[src/sv/gbn_pkg.sv]
`timescale 1ns / 1ps
`default_nettype none
package gbn_pkg;

    localparam int SEQ_W        = 16;
    localparam int HS_W         = SEQ_W + 1;
    localparam int WIN_W        = 6;
    localparam int CNT_W        = 6;
    localparam int CWND_CAP     = 32;
    // The cap is clamped to 32, which fits in the six-bit window register.
    localparam int WIN_LIMIT    = (CWND_CAP < 32) ? CWND_CAP : 32;
    localparam int QUEUE_DEPTH  = 4;
    localparam int QUEUE_PTR_W  = 2;
    localparam int CFG_IDX_W    = 1;
    localparam int CFG_DATA_W   = 16;
    localparam logic [WIN_W-1:0] THRESH_RESET = 6'd16;

    typedef enum logic [1:0] {
        CMD_SEND    = 2'd0,
        CMD_ACK     = 2'd1,
        CMD_TIMEOUT = 2'd2,
        CMD_NONE    = 2'd3
    } cmd_t;

    typedef enum logic [CFG_IDX_W-1:0] {
        CFG_TOTAL  = 1'b0,
        CFG_THRESH = 1'b1
    } cfg_idx_t;

    // One unit of work for the back end: a run of segments and/or a fin.
    typedef struct packed {
        logic [SEQ_W-1:0] start;
        logic [CNT_W-1:0] count;
        logic [HS_W-1:0]  highest;
        logic [WIN_W-1:0] seg_win;
        logic             fin;
        logic [WIN_W-1:0] fin_win;
    } job_t;

endpackage
`default_nettype wire

[src/sv/go_back_n_sender_congestion_window_core.sv]
`timescale 1ns / 1ps
`default_nettype none
// Go-back-N sender with a slow start congestion window. Each input
// transaction carries a command in s_tuser (send window, ack, timeout) and
// an ack number in s_tdata. A front end updates the window, threshold, ack
// count and high-water mark in the cycle the command is taken, and hands each
// send or fin to a four-entry job queue. A back end expands a job into results
// at one per cycle unless m_tready stalls the output: a send window command
// yields up to one window of segments (at most 32), followed
// by a fin result once every segment is acked; after fin every command is
// dropped. The queue lets the input keep flowing while results are stalled;
// the input stalls only when four jobs are waiting. Configuration writes must
// only be issued while no results are pending.
module go_back_n_sender_congestion_window_core (
    input  wire logic                            clk,
    input  wire logic                            rst_n,
    input  wire logic                            cfg_we,
    input  wire logic [gbn_pkg::CFG_IDX_W-1:0]   cfg_index,
    input  wire logic [gbn_pkg::CFG_DATA_W-1:0]  cfg_data,
    input  wire logic                            s_tvalid,
    output logic                                 s_tready,
    input  wire logic [15:0]                     s_tdata,   // [15:0] ack_number
    input  wire logic [1:0]                      s_tuser,   // [1:0] command
    output logic                                 m_tvalid,
    input  wire logic                            m_tready,
    output logic [23:0]                          m_tdata,   // [15:0] seq_number, [21:16] window_now
    output logic [1:0]                           m_tuser,   // [0] is_resend, [1] is_fin
    output logic                                 m_tlast
);
    import gbn_pkg::*;

    job_t push_data;
    job_t pop_data;
    logic push;
    logic pop;
    logic full;
    logic empty;

    gbn_front u_front (
        .clk        (clk),
        .rst_n      (rst_n),
        .cfg_we     (cfg_we),
        .cfg_index  (cfg_index),
        .cfg_data   (cfg_data),
        .item_valid (s_tvalid),
        .item_cmd   (s_tuser),
        .item_ack   (s_tdata),
        .queue_full (full),
        .item_ready (s_tready),
        .job_push   (push),
        .job_data   (push_data)
    );

    gbn_queue u_queue (
        .clk       (clk),
        .rst_n     (rst_n),
        .push      (push),
        .push_data (push_data),
        .full      (full),
        .pop       (pop),
        .pop_data  (pop_data),
        .empty     (empty)
    );

    gbn_back u_back (
        .clk         (clk),
        .rst_n       (rst_n),
        .queue_empty (empty),
        .queue_data  (pop_data),
        .queue_pop   (pop),
        .m_tvalid    (m_tvalid),
        .m_tready    (m_tready),
        .m_tdata     (m_tdata),
        .m_tuser     (m_tuser),
        .m_tlast     (m_tlast)
    );

endmodule
`default_nettype wire

[src/sv/gbn_queue.sv]
`timescale 1ns / 1ps
`default_nettype none
module gbn_queue (
    input  wire logic          clk,
    input  wire logic          rst_n,
    input  wire logic          push,
    input  gbn_pkg::job_t      push_data,
    output logic               full,
    input  wire logic          pop,
    output gbn_pkg::job_t      pop_data,
    output logic               empty
);
    import gbn_pkg::*;

    job_t                   mem [QUEUE_DEPTH];
    logic [QUEUE_PTR_W-1:0] wr_ptr_reg, wr_ptr_next;
    logic [QUEUE_PTR_W-1:0] rd_ptr_reg, rd_ptr_next;
    logic [QUEUE_PTR_W:0]   count_reg, count_next;
    logic                   do_push, do_pop;

    assign full     = (count_reg == (QUEUE_PTR_W+1)'(QUEUE_DEPTH));
    assign empty    = (count_reg == '0);
    assign do_push  = push && !full;
    assign do_pop   = pop && !empty;
    assign pop_data = mem[rd_ptr_reg];

    always_comb
    begin
        wr_ptr_next = do_push ? wr_ptr_reg + 1'b1 : wr_ptr_reg;
        rd_ptr_next = do_pop ? rd_ptr_reg + 1'b1 : rd_ptr_reg;
        count_next  = count_reg;
        if (do_push && !do_pop)
        begin
            count_next = count_reg + 1'b1;
        end
        else if (!do_push && do_pop)
        begin
            count_next = count_reg - 1'b1;
        end
    end

    always_ff @(posedge clk)
    begin
        if (do_push)
        begin
            mem[wr_ptr_reg] <= push_data;
        end
    end

    always_ff @(posedge clk or negedge rst_n)
    begin
        if (!rst_n)
        begin
            wr_ptr_reg <= '0;
            rd_ptr_reg <= '0;
            count_reg  <= '0;
        end
        else
        begin
            wr_ptr_reg <= wr_ptr_next;
            rd_ptr_reg <= rd_ptr_next;
            count_reg  <= count_next;
        end
    end

    // The fill count and the pointers must agree.
    a_count_range: assert property (@(posedge clk) disable iff (!rst_n)
        count_reg <= (QUEUE_PTR_W+1)'(QUEUE_DEPTH))
        else $error("queue count out of range");
    a_ptr_match: assert property (@(posedge clk) disable iff (!rst_n)
        (count_reg == '0 || count_reg == (QUEUE_PTR_W+1)'(QUEUE_DEPTH))
        |-> (wr_ptr_reg == rd_ptr_reg))
        else $error("queue pointers disagree with count");
    a_pop_moves: assert property (@(posedge clk) disable iff (!rst_n)
        (do_pop && !do_push) |=> (count_reg == $past(count_reg) - 1'b1))
        else $error("queue pop did not drain an entry");

endmodule
`default_nettype wire

[src/sv/gbn_front.sv]
`timescale 1ns / 1ps
`default_nettype none
module gbn_front (
    input  wire logic                          clk,
    input  wire logic                          rst_n,
    input  wire logic                          cfg_we,
    input  wire logic [gbn_pkg::CFG_IDX_W-1:0]  cfg_index,
    input  wire logic [gbn_pkg::CFG_DATA_W-1:0] cfg_data,
    input  wire logic                          item_valid,
    input  wire logic [1:0]                    item_cmd,
    input  wire logic [gbn_pkg::SEQ_W-1:0]     item_ack,
    input  wire logic                          queue_full,
    output logic                               item_ready,
    output logic                               job_push,
    output gbn_pkg::job_t                      job_data
);
    import gbn_pkg::*;

    logic [SEQ_W-1:0] total_reg, total_next;
    logic [SEQ_W-1:0] acked_reg, acked_next;
    logic [WIN_W-1:0] win_reg, win_next;
    logic [WIN_W-1:0] thr_reg, thr_next;
    logic [WIN_W-1:0] prev_reg, prev_next;
    logic [HS_W-1:0]  hs_reg, hs_next;
    logic             done_reg, done_next;

    cmd_t             cmd;
    logic             accept;
    logic [HS_W-1:0]  top;
    logic [HS_W-1:0]  last;
    logic [HS_W-1:0]  start;
    logic [HS_W-1:0]  span;
    logic [WIN_W:0]   grow;
    logic [WIN_W-1:0] half;
    logic             fin_now;

    assign cmd        = cmd_t'(item_cmd);
    assign item_ready = !queue_full;
    assign accept     = item_valid && item_ready;

    always_comb
    begin
        top   = {1'b0, acked_reg} + HS_W'(win_reg);
        last  = (top < {1'b0, total_reg}) ? top : {1'b0, total_reg};
        start = {1'b0, acked_reg} + 1'b1;
        span  = (last >= start) ? (last - {1'b0, acked_reg}) : '0;
        grow  = (win_reg < thr_reg) ? {win_reg, 1'b0} : ({1'b0, win_reg} + 1'b1);
        half  = prev_reg >> 1;

        total_next = total_reg;
        acked_next = acked_reg;
        win_next   = win_reg;
        thr_next   = thr_reg;
        prev_next  = prev_reg;
        hs_next    = hs_reg;
        done_next  = done_reg;
        fin_now    = 1'b0;
        job_push   = 1'b0;

        job_data.start   = start[SEQ_W-1:0];
        job_data.count   = '0;
        job_data.highest = hs_reg;
        job_data.seg_win = win_reg;
        job_data.fin     = 1'b0;
        job_data.fin_win = win_reg;

        if (cfg_we)
        begin
            unique case (cfg_idx_t'(cfg_index))
                CFG_TOTAL:  total_next = cfg_data[SEQ_W-1:0];
                CFG_THRESH: thr_next   = cfg_data[WIN_W-1:0];
                default:    total_next = total_reg;
            endcase
        end

        if (accept && !done_reg && cmd != CMD_NONE)
        begin
            unique case (cmd)
                CMD_SEND:
                begin
                    job_data.count = span[CNT_W-1:0];
                    if (top > hs_reg)
                    begin
                        hs_next = top;
                    end
                    prev_next = win_reg;
                    win_next  = (grow > (WIN_W+1)'(WIN_LIMIT)) ? WIN_W'(WIN_LIMIT)
                                                               : grow[WIN_W-1:0];
                end
                CMD_ACK:
                begin
                    if ({1'b0, item_ack} == start)
                    begin
                        acked_next = item_ack;
                    end
                end
                CMD_TIMEOUT:
                begin
                    thr_next = (half > WIN_W'(1)) ? half : WIN_W'(1);
                    win_next = WIN_W'(1);
                end
                default:
                begin
                    win_next = win_reg;
                end
            endcase

            fin_now          = (acked_next >= total_reg);
            done_next        = fin_now;
            job_data.fin     = fin_now;
            job_data.fin_win = win_next;
            job_push         = fin_now || (job_data.count != '0);
        end
    end

    always_ff @(posedge clk or negedge rst_n)
    begin
        if (!rst_n)
        begin
            total_reg <= '0;
            acked_reg <= '0;
            win_reg   <= WIN_W'(1);
            thr_reg   <= THRESH_RESET;
            prev_reg  <= WIN_W'(1);
            hs_reg    <= '0;
            done_reg  <= 1'b0;
        end
        else
        begin
            total_reg <= total_next;
            acked_reg <= acked_next;
            win_reg   <= win_next;
            thr_reg   <= thr_next;
            prev_reg  <= prev_next;
            hs_reg    <= hs_next;
            done_reg  <= done_next;
        end
    end

    a_win_nonzero: assert property (@(posedge clk) disable iff (!rst_n)
        (win_reg != '0) && (win_reg <= WIN_W'(WIN_LIMIT)))
        else $error("window out of range");
    a_done_sticky: assert property (@(posedge clk) disable iff (!rst_n)
        done_reg |=> done_reg && $stable(acked_reg))
        else $error("state moved after fin");
    a_job_bounded: assert property (@(posedge clk) disable iff (!rst_n)
        job_push |-> (job_data.count <= CNT_W'(WIN_LIMIT)))
        else $error("run longer than the window cap");

endmodule
`default_nettype wire

[src/sv/gbn_back.sv]
`timescale 1ns / 1ps
`default_nettype none
module gbn_back (
    input  wire logic                      clk,
    input  wire logic                      rst_n,
    input  wire logic                      queue_empty,
    input  gbn_pkg::job_t                  queue_data,
    output logic                           queue_pop,
    output logic                           m_tvalid,
    input  wire logic                      m_tready,
    output logic [23:0]                    m_tdata,
    output logic [1:0]                     m_tuser,
    output logic                           m_tlast
);
    import gbn_pkg::*;

    job_t             cur_reg, cur_next;
    logic             busy_reg, busy_next;
    logic [CNT_W-1:0] off_reg, off_next;
    logic             valid_reg, valid_next;
    logic [SEQ_W-1:0] seq_reg, seq_next;
    logic             resend_reg, resend_next;
    logic             fin_reg, fin_next;
    logic [WIN_W-1:0] win_reg, win_next;
    logic             last_reg, last_next;

    logic             load_out;
    logic             emit;
    logic             is_seg;
    logic             finish;
    logic [SEQ_W-1:0] seq_now;

    assign load_out = !valid_reg || m_tready;
    assign emit     = busy_reg && load_out;
    assign is_seg   = off_reg < cur_reg.count;
    assign seq_now  = cur_reg.start + SEQ_W'(off_reg);
    // The last segment closes the job unless a fin follows it.
    assign finish   = is_seg ? ((off_reg + 1'b1 == cur_reg.count) && !cur_reg.fin) : 1'b1;
    assign queue_pop = (!busy_reg || (emit && finish)) && !queue_empty;

    always_comb
    begin
        cur_next    = cur_reg;
        busy_next   = busy_reg;
        off_next    = off_reg;
        valid_next  = valid_reg && !m_tready;
        seq_next    = seq_reg;
        resend_next = resend_reg;
        fin_next    = fin_reg;
        win_next    = win_reg;
        last_next   = last_reg;

        if (emit)
        begin
            valid_next = 1'b1;
            if (is_seg)
            begin
                seq_next    = seq_now;
                resend_next = ({1'b0, seq_now} <= cur_reg.highest);
                fin_next    = 1'b0;
                win_next    = cur_reg.seg_win;
            end
            else
            begin
                seq_next    = '0;
                resend_next = 1'b0;
                fin_next    = 1'b1;
                win_next    = cur_reg.fin_win;
            end
            last_next = finish;
            off_next  = finish ? '0 : off_reg + 1'b1;
            if (finish)
            begin
                busy_next = 1'b0;
            end
        end

        if (queue_pop)
        begin
            cur_next  = queue_data;
            busy_next = 1'b1;
            off_next  = '0;
        end
    end

    always_ff @(posedge clk)
    begin
        cur_reg    <= cur_next;
        seq_reg    <= seq_next;
        resend_reg <= resend_next;
        fin_reg    <= fin_next;
        win_reg    <= win_next;
        last_reg   <= last_next;
    end

    always_ff @(posedge clk or negedge rst_n)
    begin
        if (!rst_n)
        begin
            busy_reg  <= 1'b0;
            off_reg   <= '0;
            valid_reg <= 1'b0;
        end
        else
        begin
            busy_reg  <= busy_next;
            off_reg   <= off_next;
            valid_reg <= valid_next;
        end
    end

    assign m_tvalid = valid_reg;
    assign m_tdata  = {2'b00, win_reg, seq_reg};
    assign m_tuser  = {fin_reg, resend_reg};
    assign m_tlast  = last_reg;

    a_fin_closes: assert property (@(posedge clk) disable iff (!rst_n)
        (valid_reg && fin_reg) |-> (last_reg && seq_reg == '0 && !resend_reg))
        else $error("fin result malformed");
    a_off_bound: assert property (@(posedge clk) disable iff (!rst_n)
        busy_reg |-> (off_reg <= cur_reg.count))
        else $error("run offset past job length");
    a_win_out: assert property (@(posedge clk) disable iff (!rst_n)
        valid_reg |-> (win_reg != '0))
        else $error("result carries an empty window");

endmodule
`default_nettype wire
[config.mk]
export PLATFORM = sky130hd
export DESIGN_NAME = go_back_n_sender_congestion_window_core
export DESIGN_NICKNAME = d
export VERILOG_FILES = /design/src/sv/gbn_pkg.sv /design/src/sv/go_back_n_sender_congestion_window_core.sv /design/src/sv/gbn_queue.sv /design/src/sv/gbn_front.sv /design/src/sv/gbn_back.sv
export SDC_FILE = /design/constraint.sdc
export NUM_CORES = 1
export LEC_CHECK = 0
export BUFFER_PORTS_ARGS = -buffer_cell sky130_fd_sc_hd__buf_2
export CORE_MARGIN = 1
export CORE_UTILIZATION = 50
export CTS_BUF_LIST = sky130_fd_sc_hd__clkbuf_16
export DETAILED_ROUTE_END_ITERATION = 10
export PLACE_DENSITY = 0.76
export SYNTH_ARGS = -nofsm -noshare
export SYNTH_HDL_FRONTEND = slang
export SYNTH_SLANG_ARGS = --single-unit
export TNS_END_PERCENT = 20
[constraint.sdc]
create_clock -name clk -period 12 [get_ports clk]
set_input_delay 2.4 -clock clk [delete_from_list [all_inputs] [get_ports clk]]
set_output_delay 2.4 -clock clk [all_outputs]
set_load 0.02 [all_outputs]
==> results.py, run 1 <==
metrics = {
    "detailed_routing": {
        "via_per_inst": 5.666,
        "route.vias.total": 10530,
        "drcViolationCount": 0,
        "total_routed_wirelength_mm": 36.68,
        "drt_pre_antenna_iters": 5,
        "antenna_left": 0,
        "wl_per_cell_um": 19.74,
        "detail_route.iter0.violations": 847,
    },
    "setup_path": {
        "critPathCapture": "u_queue.count_reg[2]",
        "worstSetupEndpointType": "flip-flop",
        "first_element_of_the_critical_path": "u_front.acked_reg[0]",
        "worst-r2r-setup-slack_ns": 4.52,
        "required_ns": 12.46,
        "worst-r2r-cell-count": 29,
        "crit_path_max_fo": 30,
        "cp_common_cell": "sky130_fd_sc_hd__ha_1",
        "crit_path_max_incr_delay_ns": 0.61,
        "critical_path.startpoint_type": "flip-flop",
        "crit_type": "flip-flop to flip-flop",
        "timing.critical_path.slowest_stage_cell": "sky130_fd_sc_hd__a311oi_1",
        "crit_arrival_ns": 7.94,
        "crit-reg2reg-launch": "u_front.acked_reg[0]",
        "rr_endpoint": "u_queue.count_reg[2]",
    },
    "sta": {
        "tightest_slew_ns": 1.054,
        "fin_tns_setup_ns": 0,
        "max-slew-margin-rel_pct": 29.63,
        "grt_setup_unrepaired": "no",
        "hold_viol": 0,
        "minimum_period_implied_by_the_final_worst_setup_slack_ns": 7.479,
        "timing.final.ws_setup_ns": 4.521,
        "drv_slew": 0,
        "fmax_mhz": 133.7,
        "share_of_the_clock_period_used_by_the_worst_path_pct": 62.33,
        "timing.final.setup_violations": 0,
        "skew_ns": 0.01468,
    },
    "floorplanning": {
        "die-width_um": 191.7,
        "floorplan.die_area_um2": 36750,
        "fp.coreArea_um2": 35480,
        "placementRows": 69,
        "floorplan.die.height_um": 191.7,
        "pin_count": 69,
        "initial_core_util_pct": 50.71,
    },
    "cts": {
        "cts.root.buffer_cell": "sky130_fd_sc_hd__clkbuf_16",
        "cts_tree": "built",
        "tritoncts_num_sinks": 367,
        "skew_pair_late_insertion_delay_ns": 0.55,
        "cts_inserted_buffers": 40,
        "h-tree-depth": 2,
        "cts.repair.resized": 0,
        "number_of_buffers_inserted_by_post_cts_setup_repair": 0,
        "clockBufferDepth": 3,
        "holdBufCountCts": 0,
        "clk_slew_on_worst_s_h_paths_ns": 0.06,
    },
    "logic_synthesis": {
        "yosys.area.top_type_share_pct": 47.56,
        "synthSimpleGateAreaFrac_pct": 7.405,
        "postSynth.asyncResetShare_pct": 22.34,
        "synth.cell_area_um2": 17990,
        "synthesis.instances": 1292,
        "synthAdderAreaFrac_pct": 8.580,
        "combinational_family_with_the_most_area_after_synthesis": "multiplexers",
        "count_of_unique_library_cells_instantiated_by_yosys": 68,
        "post-synth-top-count-cell": "sky130_fd_sc_hd__edfxtp_1",
        "netlist.top_cell.by_area": "sky130_fd_sc_hd__edfxtp_1",
        "number_of_flops_mapped_to_enable_cells_by_yosys": 285,
        "synth-compound-area-share_pct": 6.814,
        "ys.warnings.count": 0,
        "yosys-top-cells-area": "sky130_fd_sc_hd__edfxtp_1, sky130_fd_sc_hd__dfrtp_1, sky130_fd_sc_hd__ha_1, sky130_fd_sc_hd__mux4_2, sky130_fd_sc_hd__mux2_2",
        "synth_mux_area_share_pct": 10.82,
        "netlist_top_cells_count": "sky130_fd_sc_hd__edfxtp_1, sky130_fd_sc_hd__ha_1, sky130_fd_sc_hd__inv_1",
        "synth_flop_cell": "sky130_fd_sc_hd__edfxtp_1",
        "yosys.area_share.xor_xnor_pct": 3.727,
        "synth_seq_cells": 367,
        "synthesis.area_per_instance_um2": 13.93,
        "synth_sequential_area_ratio_pct": 58.98,
    },
    "placement": {
        "worst_slack_placed_ns": 4.518,
        "hpwl_mm": 25.26,
        "buffer_ports.inserted": 66,
        "gp_routability_congestion": 0.9344,
    },
    "global_route": {
        "grt_pass1_vias": 10640,
        "antenna_found_initial": 0,
        "grt_start_max_net_pins": 54,
        "grt_pass1_wl_mm": 58.37,
        "grt_overflow": 0,
        "global_route.usage.total_pct": 20.86,
    },
    "cells_and_area": {
        "largest_register_ff_count": 208,
        "area_of_the_multi_input_gates_um2": 6745,
        "drive_gt1_share_pct": 18.97,
        "fin_nets": 1527,
        "fill_cells": 2812,
        "antennaDiodeCount": 0,
        "post-route-util_pct": 56.41,
        "area.sequential_um2": 10620,
        "layout-area-overhead-vs-synth_pct": 11.22,
    },
    "power_and_ir_drop": {
        "p_leak_nw": 8.117,
        "power_per_cell_area_nw_per_um2": 195.1,
        "peakVddDrop_uv": 137.2,
    },
    "outcome": {
        "run_status": "completed",
    },
    "job": {
        "max_cap_violations": 0,
    },
    "min_path": {
        "kind_of_path_behind_the_tightest_hold_check": "flip-flop to flip-flop",
    },
}
through the flow:
step	power, W	instance area (um2)	hold slack [ns]	cells
after floorplan	0.002482	18000	0.4402	1294
after global placement	0.002731	18760	0.4754	1785
after detailed placement	0.002772	18760	0.4800	1785
after CTS	0.003943	20010	0.4900	1858
after global routing	0.004122	20010	0.5117	1858
final	0.003905	20010	0.4867	1858
placed cells by master, fill, tap and decap left out, types with 10 or more instances in the layout:
master and n:
sky130_fd_sc_hd__edfxtp_1 285, sky130_fd_sc_hd__inv_1 119, sky130_fd_sc_hd__ha_1 117, sky130_fd_sc_hd__dfrtp_1 78
sky130_fd_sc_hd__nand2_1 74, sky130_fd_sc_hd__o21ai_0 70, sky130_fd_sc_hd__buf_2 65, sky130_fd_sc_hd__mux4_2 52
sky130_fd_sc_hd__mux2_2 48, sky130_fd_sc_hd__a21oi_1 47, sky130_fd_sc_hd__xnor2_1 43, sky130_fd_sc_hd__nor2_1 41
sky130_fd_sc_hd__clkbuf_16 41, sky130_fd_sc_hd__xor2_1 31, sky130_fd_sc_hd__a21o_1 27, sky130_fd_sc_hd__nor2b_1 21
sky130_fd_sc_hd__nand4_1 20, sky130_fd_sc_hd__nand3_1 20, sky130_fd_sc_hd__nor3_1 15, sky130_fd_sc_hd__nand2b_1 13
sky130_fd_sc_hd__buf_4 12, sky130_fd_sc_hd__a31oi_1 11, sky130_fd_sc_hd__mux2i_1 10
area by class of cell:
class	count	area share, %
repair buffers	77	2.076
clock buffers	41	5.126
flip-flops and latches	367	53.05
well taps	461	2.882
inverters	107	2.007
clock inverters	32	1.157
multi-input cells	773	33.70
worst min-delay path by stage:
stage | startpoint | endpoint | slack (ns) | cells past startpoint
3_3_place_gp | u_queue.count_reg[2] | u_queue.count_reg[2] | 0.48 | 1
4_1_cts | u_queue.count_reg[2] | u_queue.count_reg[2] | 0.49 | 1
3_5_place_dp | u_queue.count_reg[2] | u_queue.count_reg[2] | 0.48 | 1
2_1_floorplan | u_front.done_reg | u_front.done_reg | 0.44 | 1
5_1_grt | u_queue.count_reg[2] | u_queue.count_reg[2] | 0.51 | 1
6_report | u_queue.count_reg[2] | u_queue.count_reg[2] | 0.49 | 1
critical path, delay by kind of cell, from the launching register on:
kind / cells / cell delay (ns)
AOI/OAI and AO/OA: 12 / 2.86
xor gates and xnor gates: 3 / 0.65
adders and majority gates: 6 / 2.06
buffers and inverters: 2 / 0.41
DFF: 1 / 0.49
muxes: 1 / 0.31
and+or+nand+nor: 5 / 0.61
cell families after synthesis:
family,Yosys count
adder cells (fa/ha/maj),121
flip-flops,367
multiplexers,119
XOR/XNOR,75
AND/OR/NAND/NOR,256
other,1
AO/OA/AOI/OAI,199
buffers and inverters,154
report_power, final:
| group | switching, W | internal (W) | total, W |
|---|---|---|---|
| sequential | 0.000117 | 0.00158 | 0.00169 |
| clock | 0.000493 | 0.000669 | 0.00116 |
| combinational | 0.000583 | 0.000468 | 0.00105 |
| total | 0.00119 | 0.00271 | 0.00391 |
metal layers:
metal | part of all wire, % | global-route usage (%)
met2 | 47 | 32.92
met3 | 5.8 | 2.704
met4 | 2.7 | 6.899
met5 | 0 | 0
met1 | 45 | 29.98
No activity file was read; power rests on OpenSTA's default activity.
==> run 2: changes to the inputs <==
--- a/config.mk
+++ b/config.mk
@@ -5,12 +5,13 @@
 export SDC_FILE = /design/constraint.sdc
 export NUM_CORES = 1
 export LEC_CHECK = 0
+export ABC_AREA = 1
 export BUFFER_PORTS_ARGS = -buffer_cell sky130_fd_sc_hd__buf_2
 export CORE_MARGIN = 1
 export CORE_UTILIZATION = 50
 export CTS_BUF_LIST = sky130_fd_sc_hd__clkbuf_16
 export DETAILED_ROUTE_END_ITERATION = 10
-export PLACE_DENSITY = 0.76
+export PLACE_DENSITY = 0.78
 export SYNTH_ARGS = -nofsm -noshare
 export SYNTH_HDL_FRONTEND = slang
 export SYNTH_SLANG_ARGS = --single-unit
==> constraint.sdc (replaced) <==
create_clock -name clk -period 6.15 [get_ports clk]
set_input_delay 1.23 -clock clk [delete_from_list [all_inputs] [get_ports clk]]
set_output_delay 1.23 -clock clk [all_outputs]
set_load 0.02 [all_outputs]
==> run 2 against run 1 <==
Non-clock buffer count grew 52. Combinational power is 20% lower. Worst hold slack lost 0.029 ns. Wire length rose by 23%. First-iteration DRC count grew 43%. Worst setup slack worse by 4.1 ns. Clock skew grew 0.010 ns. Sequential power rose by 68%. Register-to-register slack worse by 4.1 ns. Via count grew 27%. Critical endpoint unchanged.
==> results.py, run 2 <==
metrics = {
    "outcome": {
        "run_status": "completed",
    },
    "logic_synthesis": {
        "post-synth-top-count-cell": "sky130_fd_sc_hd__edfxtp_1",
        "synth.cell_area_um2": 18350,
        "combinational_family_with_the_most_area_after_synthesis": "simple AND/OR/NAND/NOR gates",
        "netlist.top_cell.by_area": "sky130_fd_sc_hd__edfxtp_1",
        "synth_mux_area_share_pct": 0.1227,
        "yosys.area_share.xor_xnor_pct": 2.953,
        "number_of_flops_mapped_to_enable_cells_by_yosys": 285,
        "synthesis.area_per_instance_um2": 10.27,
        "synth_flop_cell": "sky130_fd_sc_hd__edfxtp_1",
        "ys.warnings.count": 0,
        "synthesis.instances": 1787,
        "netlist_top_cells_count": "sky130_fd_sc_hd__edfxtp_1, sky130_fd_sc_hd__nand2_1, sky130_fd_sc_hd__inv_1",
        "synth_sequential_area_ratio_pct": 57.84,
        "synth-compound-area-share_pct": 9.915,
        "yosys.area.top_type_share_pct": 46.64,
        "postSynth.asyncResetShare_pct": 22.34,
        "synth_seq_cells": 367,
        "yosys-top-cells-area": "sky130_fd_sc_hd__edfxtp_1, sky130_fd_sc_hd__dfrtp_1, sky130_fd_sc_hd__ha_1, sky130_fd_sc_hd__nand2_1, sky130_fd_sc_hd__o21ai_0",
        "synthSimpleGateAreaFrac_pct": 14.80,
        "count_of_unique_library_cells_instantiated_by_yosys": 54,
        "synthAdderAreaFrac_pct": 8.415,
    },
    "setup_path": {
        "crit_arrival_ns": 6.18,
        "required_ns": 6.57,
        "crit_path_max_fo": 7,
        "worst-r2r-cell-count": 37,
        "crit-reg2reg-launch": "u_front.acked_reg[0]",
        "worst-r2r-setup-slack_ns": 0.39,
        "worstSetupEndpointType": "flip-flop",
        "timing.critical_path.slowest_stage_cell": "sky130_fd_sc_hd__dfrtp_1",
        "cp_common_cell": "sky130_fd_sc_hd__nand2_1",
        "rr_endpoint": "u_queue.count_reg[2]",
        "critical_path.startpoint_type": "flip-flop",
        "crit_path_max_incr_delay_ns": 0.41,
        "crit_type": "flip-flop to flip-flop",
    },
    "floorplanning": {
        "fp.coreArea_um2": 35830,
        "die-width_um": 193.6,
        "floorplan.die.height_um": 193.6,
        "initial_core_util_pct": 51.21,
        "floorplan.die_area_um2": 37470,
        "pin_count": 69,
        "placementRows": 69,
    },
    "placement": {
        "buffer_ports.inserted": 66,
        "gp_routability_congestion": 1.004,
        "worst_slack_placed_ns": 0.0009606,
        "hpwl_mm": 31.92,
    },
    "cells_and_area": {
        "drive_gt1_share_pct": 14.24,
        "fin_nets": 2061,
        "largest_register_ff_count": 208,
        "area_of_the_multi_input_gates_um2": 6879,
        "antennaDiodeCount": 0,
        "post-route-util_pct": 58.86,
        "mostFrequentLayoutCell": "sky130_fd_sc_hd__edfxtp_1",
        "final_cell_mix": "sky130_fd_sc_hd__edfxtp_1, sky130_fd_sc_hd__nand2_1, sky130_fd_sc_hd__inv_1",
        "layout-area-overhead-vs-synth_pct": 14.93,
        "fill_cells": 2896,
        "area.sequential_um2": 10610,
    },
    "sta": {
        "skew_ns": 0.02488,
        "share_of_the_clock_period_used_by_the_worst_path_pct": 93.70,
        "hold_viol": 0,
        "fmax_mhz": 173.5,
        "max-slew-margin-rel_pct": 28.58,
        "timing.final.ws_setup_ns": 0.3878,
        "drv_slew": 0,
        "timing.final.setup_violations": 0,
        "minimum_period_implied_by_the_final_worst_setup_slack_ns": 5.762,
        "finalHoldWorstSlack_ns": 0.4574,
        "tightest_slew_ns": 1.060,
        "fin_tns_setup_ns": 0,
    },
    "global_route": {
        "globalRouteMet3Util_pct": 3.992,
        "grt.met1_usage_pct": 32.98,
        "grt_start_max_net_pins": 88,
        "grt_overflow": 0,
        "met2_usage_pct": 38.87,
        "antenna_found_initial": 1,
        "grt_pass1_wl_mm": 69.58,
        "grt_pass1_vias": 12790,
        "global_route.usage.total_pct": 23.97,
        "grt-busiest-layer": "met2",
    },
    "min_path": {
        "kind_of_path_behind_the_tightest_hold_check": "flip-flop to flip-flop",
        "hold_path_depth": 2,
        "worst_hold_start": "u_front.done_reg",
        "min_delay_worst_endpoint": "u_front.done_reg",
    },
    "power_and_ir_drop": {
        "peakVddDrop_uv": 268.6,
        "fin_total_pwr_w": 0.006040,
        "power_per_cell_area_nw_per_um2": 286.4,
        "p_leak_nw": 9.139,
    },
    "cts": {
        "h-tree-depth": 2,
        "cts_inserted_buffers": 39,
        "tritoncts_num_sinks": 367,
        "cts_tree": "built",
        "holdBufCountCts": 0,
        "clockBufferDepth": 3,
        "skew_pair_late_insertion_delay_ns": 0.54,
        "clk_slew_on_worst_s_h_paths_ns": 0.06,
        "cts.root.buffer_cell": "sky130_fd_sc_hd__clkbuf_16",
    },
    "job": {
        "max_cap_violations": 0,
    },
    "detailed_routing": {
        "detail_route.iter0.violations": 1207,
        "drt_pre_antenna_iters": 5,
        "total_routed_wirelength_mm": 45.20,
        "antenna_left": 0,
        "drcViolationCount": 0,
        "route.vias.total": 13390,
        "wl_per_cell_um": 18.89,
        "via_per_inst": 5.597,
    },
}
run 2: changes by cell type in the layout (fill, tap and decap cells not counted), sizes merged, moves of 36 or more:
cell	previous run	this run
buf	77	128
mux4	52	0
inv	123	229
nor2	42	197
xnor2	43	7
o22ai	1	55
nand2	76	281
mux2	57	2
o21ai	71	181
run 2: cells by family (layout without fill, tap and decap cells):
kind of cell	Yosys count	count (layout)
AOI/OAI and AO/OA	334	334
and+or+nand+nor	624	625
other	1	3
adders and majority gates	121	121
DFF	367	367
buffers and inverters	280	421
xor gates and xnor gates	58	58
muxes	2	2
run 2: critical path, delay by kind of cell, from the launching register on:
| family | cells | cell delay (ns) |
|---|---|---|
| buffers and inverters | 3 | 0.25 |
| AOI/OAI and AO/OA | 8 | 1.13 |
| adders and majority gates | 6 | 1.76 |
| DFF | 1 | 0.41 |
| and+or+nand+nor | 17 | 1.58 |
| xor gates and xnor gates | 3 | 0.50 |
run 2: area by class of cell:
type,count,share of cell area (%)
Inverter,220,3.934
Timing Repair Buffer,129,4.177
Tap cell,461,2.735
Clock buffer,41,4.865
Clock inverter,31,1.335
Sequential cell,367,50.33
Multi-Input combinational cell,1143,32.62
run 2: per-layer routing:
layer / wire, um / vias to the layer above
li1: - / 6377
met1: 19490 / 6373
met2: 21320 / 537
met3: 3165 / 98
met4: 1209 / 2
met5: 13 / -
run 2: worst max-delay path by stage:
stage                               startpoint                    to  slack, ns  depth (start not counted)
after CTS                   u_front.win_reg[0]  u_queue.count_reg[2]       0.02                         36
after global placement    u_front.acked_reg[0]  u_queue.count_reg[2]       0.13                         39
after global routing      u_front.acked_reg[0]  u_queue.count_reg[1]     -0.007                         38
after floorplan             u_front.win_reg[0]     u_queue.mem[0][0]      -0.33                         30
after detailed placement    u_front.win_reg[0]  u_queue.count_reg[2]      0.001                         36
final                     u_front.acked_reg[0]  u_queue.count_reg[2]       0.39                         37
run 2: what timing repair did:
action | in CTS | in global routing
gates resized for setup | 2 | 52
setup buffers | 0 | 9
cloned | 0 | 2
pin swaps | 0 | 19
endpoints found under the setup margin | 1 | 211
run 2: stage by stage:
stage          cells  cell area, um2
2_1_floorplan   1789           18370
3_3_place_gp    2309           19490
3_5_place_dp    2309           19490
4_1_cts         2381           20800
5_1_grt         2392           21090
6_report        2392           21090
run 2: report_power, final:
group | switching (W) | total (W) | internal (W)
Sequential | 0.0000790 | 0.00284 | 0.00276
Clock | 0.000976 | 0.00236 | 0.00139
Combinational | 0.000561 | 0.000836 | 0.000275
Total | 0.00162 | 0.00604 | 0.00442
==> run 3: changes to the inputs <==
--- a/config.mk
+++ b/config.mk
@@ -7,11 +7,12 @@
 export LEC_CHECK = 0
 export ABC_AREA = 1
 export BUFFER_PORTS_ARGS = -buffer_cell sky130_fd_sc_hd__buf_2
-export CORE_MARGIN = 1
+export CORE_MARGIN = 2
 export CORE_UTILIZATION = 50
 export CTS_BUF_LIST = sky130_fd_sc_hd__clkbuf_16
 export DETAILED_ROUTE_END_ITERATION = 10
 export PLACE_DENSITY = 0.78
+export RECOVER_POWER = 100
 export SYNTH_ARGS = -nofsm -noshare
 export SYNTH_HDL_FRONTEND = slang
 export SYNTH_SLANG_ARGS = --single-unit
==> run 3 against run 2 <==
Worst hold slack worse by 0.00068 ns. Non-clock buffer count up 4. Clock skew up 0.0056 ns. Sequential share of layout area up 0.38 points. The run now ends with max-capacitance violations, max-slew violations left. Largest power group unchanged. Sequential cell count unchanged. First-iteration DRC count down 2.7%.
==> results.py, run 3 (synthesis results as in run 2) <==
metrics = {
    "outcome": {
        "run_status": "finished with violations",
        "violations_in_the_final_reports": "max-capacitance violations, max-slew violations",
    },
    "placement": {
        "buffer_ports.inserted": 66,
        "hpwl_mm": 32.33,
        "gp_routability_congestion": 1.016,
        "worst_slack_placed_ns": 0.007744,
    },
    "floorplanning": {
        "placementRows": 70,
        "initial_core_util_pct": 50.48,
        "fp.coreArea_um2": 36350,
        "floorplan.die_area_um2": 38250,
        "pin_count": 69,
        "floorplan.die.height_um": 195.6,
        "die-width_um": 195.6,
    },
    "global_route": {
        "global_route.usage.total_pct": 23.95,
        "grt_pass1_vias": 13090,
        "grt_pass1_wl_mm": 70.40,
        "grt_overflow": 0,
        "antenna_found_initial": 1,
        "grt_start_max_net_pins": 85,
    },
    "sta": {
        "share_of_the_clock_period_used_by_the_worst_path_pct": 94.91,
        "hold_viol": 0,
        "minimum_period_implied_by_the_final_worst_setup_slack_ns": 5.837,
        "max-slew-margin-rel_pct": -66.89,
        "skew_ns": 0.03046,
        "drv_slew": 181,
        "timing.final.setup_violations": 0,
        "timing.final.ws_setup_ns": 0.3133,
        "tightest_slew_ns": 2.503,
        "fin_tns_setup_ns": 0,
        "fmax_mhz": 171.3,
    },
    "setup_path": {
        "critical_path.startpoint_type": "flip-flop",
        "crit_path_max_fo": 11,
        "crit_arrival_ns": 6.27,
        "worstSetupEndpointType": "flip-flop",
        "crit_path_max_incr_delay_ns": 0.42,
        "crit_type": "flip-flop to flip-flop",
        "cp_common_cell": "sky130_fd_sc_hd__nand2_1",
        "timing.critical_path.slowest_stage_cell": "sky130_fd_sc_hd__fa_1",
        "required_ns": 6.58,
    },
    "detailed_routing": {
        "detail_route.iter0.violations": 1175,
        "total_routed_wirelength_mm": 45.50,
        "detailroute.wirelength.met3_mm": 3.372,
        "drcViolationCount": 0,
        "antenna_left": 0,
        "wl_per_cell_um": 18.94,
        "drt_pre_antenna_iters": 5,
        "via_per_inst": 5.529,
        "wl_met2_mm": 21.25,
        "route.vias.total": 13290,
        "met1Wirelength_mm": 18.98,
        "dr.max_layer_used": "met5",
    },
    "cts": {
        "clk_slew_on_worst_s_h_paths_ns": 0.06,
        "h-tree-depth": 2,
        "clockBufferDepth": 3,
        "cts_tree": "built",
        "tritoncts_num_sinks": 367,
        "cts.root.buffer_cell": "sky130_fd_sc_hd__clkbuf_16",
        "cts_inserted_buffers": 40,
        "holdBufCountCts": 0,
        "skew_pair_late_insertion_delay_ns": 0.56,
    },
    "cells_and_area": {
        "largest_register_ff_count": 208,
        "fill_cells": 2989,
        "mostFrequentLayoutCell": "sky130_fd_sc_hd__edfxtp_1",
        "final_cell_mix": "sky130_fd_sc_hd__edfxtp_1, sky130_fd_sc_hd__nand2_1, sky130_fd_sc_hd__inv_1",
        "antennaDiodeCount": 0,
        "fin_nets": 2065,
        "drive_gt1_share_pct": 10.70,
        "layout-area-overhead-vs-synth_pct": 14.08,
    },
    "power_and_ir_drop": {
        "power_per_cell_area_nw_per_um2": 289.4,
        "peakVddDrop_uv": 185.5,
        "fin_total_pwr_w": 0.006059,
        "p_leak_nw": 9.026,
    },
    "min_path": {
        "kind_of_path_behind_the_tightest_hold_check": "flip-flop to flip-flop",
    },
    "job": {
        "max_cap_violations": 3,
    },
}
run 3: worst paths after layout:
check / startpoint / end / slack [ns] / depth (start not counted)
setup / recovery: u_front.win_reg[3] / u_queue.count_reg[1] / 0.31 / 39
hold / removal: u_front.done_reg / u_front.done_reg / 0.46 / 2
setup reg to reg: u_front.win_reg[3] / u_queue.count_reg[1] / 0.31 / 39
hold reg to reg: u_front.done_reg / u_front.done_reg / 0.46 / 2
max in group asynchronous: rst_n / u_front.acked_reg[7] / 3.02 / 2
min in group asynchronous: rst_n / u_back.m_tvalid / 0.76 / 1
run 3: stage by stage:
step	hold WS, ns	instances	instance area, um2	utilization [%]
2_1_floorplan	0.4219	1789	18370	-
3_5_place_dp	0.4451	2327	19580	53.88
4_1_cts	0.4585	2400	20910	57.54
5_1_grt	0.4772	2403	20930	57.59
6_report	0.4567	2403	20930	57.59
3_3_place_gp	0.4354	2327	19580	53.88
run 3: area by class of cell:
class | count | area, um2 | share of cell area [%]
sequential | 367 | 10620 | 50.71
multi-input combinational | 1142 | 6768 | 32.33
clock buffer | 41 | 1026 | 4.901
inverter | 220 | 828.3 | 3.957
timing repair buffer | 133 | 807.0 | 3.855
tap | 468 | 585.6 | 2.797
clock inverter | 32 | 302.8 | 1.446
run 3: metal layers:
metal / up-vias / track usage (%)
met5: - / 0
met2: 497 / 39.83
met3: 116 / 4.197
met4: 2 / 9.697
met1: 6304 / 31.30
li1: 6368 / -
run 3: power breakdown:
part | internal [W] | switching, W | total, W
combinational | 0.000265 | 0.000554 | 0.000819
sequential | 0.00276 | 0.0000797 | 0.00284
clock | 0.00139 | 0.00100 | 0.00240
run 3: repair_timing:
| item | 4_1_cts | 5_1_grt |
|---|---|---|
| cloned | 0 | 0 |
| setup endpoints to repair | 1 | 211 |
| endpoints found under the hold margin | 0 | 0 |
| setup buffers | 0 | 3 |
| pin swaps | 0 | 5 |
| resized for setup | 1 | 37 |
run 3: critical path: cells and delay by family, from the launching register on:
kind,cells,cell delay [ns]
simple gates,21,1.94
fa+ha+maj,5,1.54
compound gates,6,0.90
xor+xnor,1,0.21
flops,1,0.38
buf+inv,5,0.47
mux,1,0.27
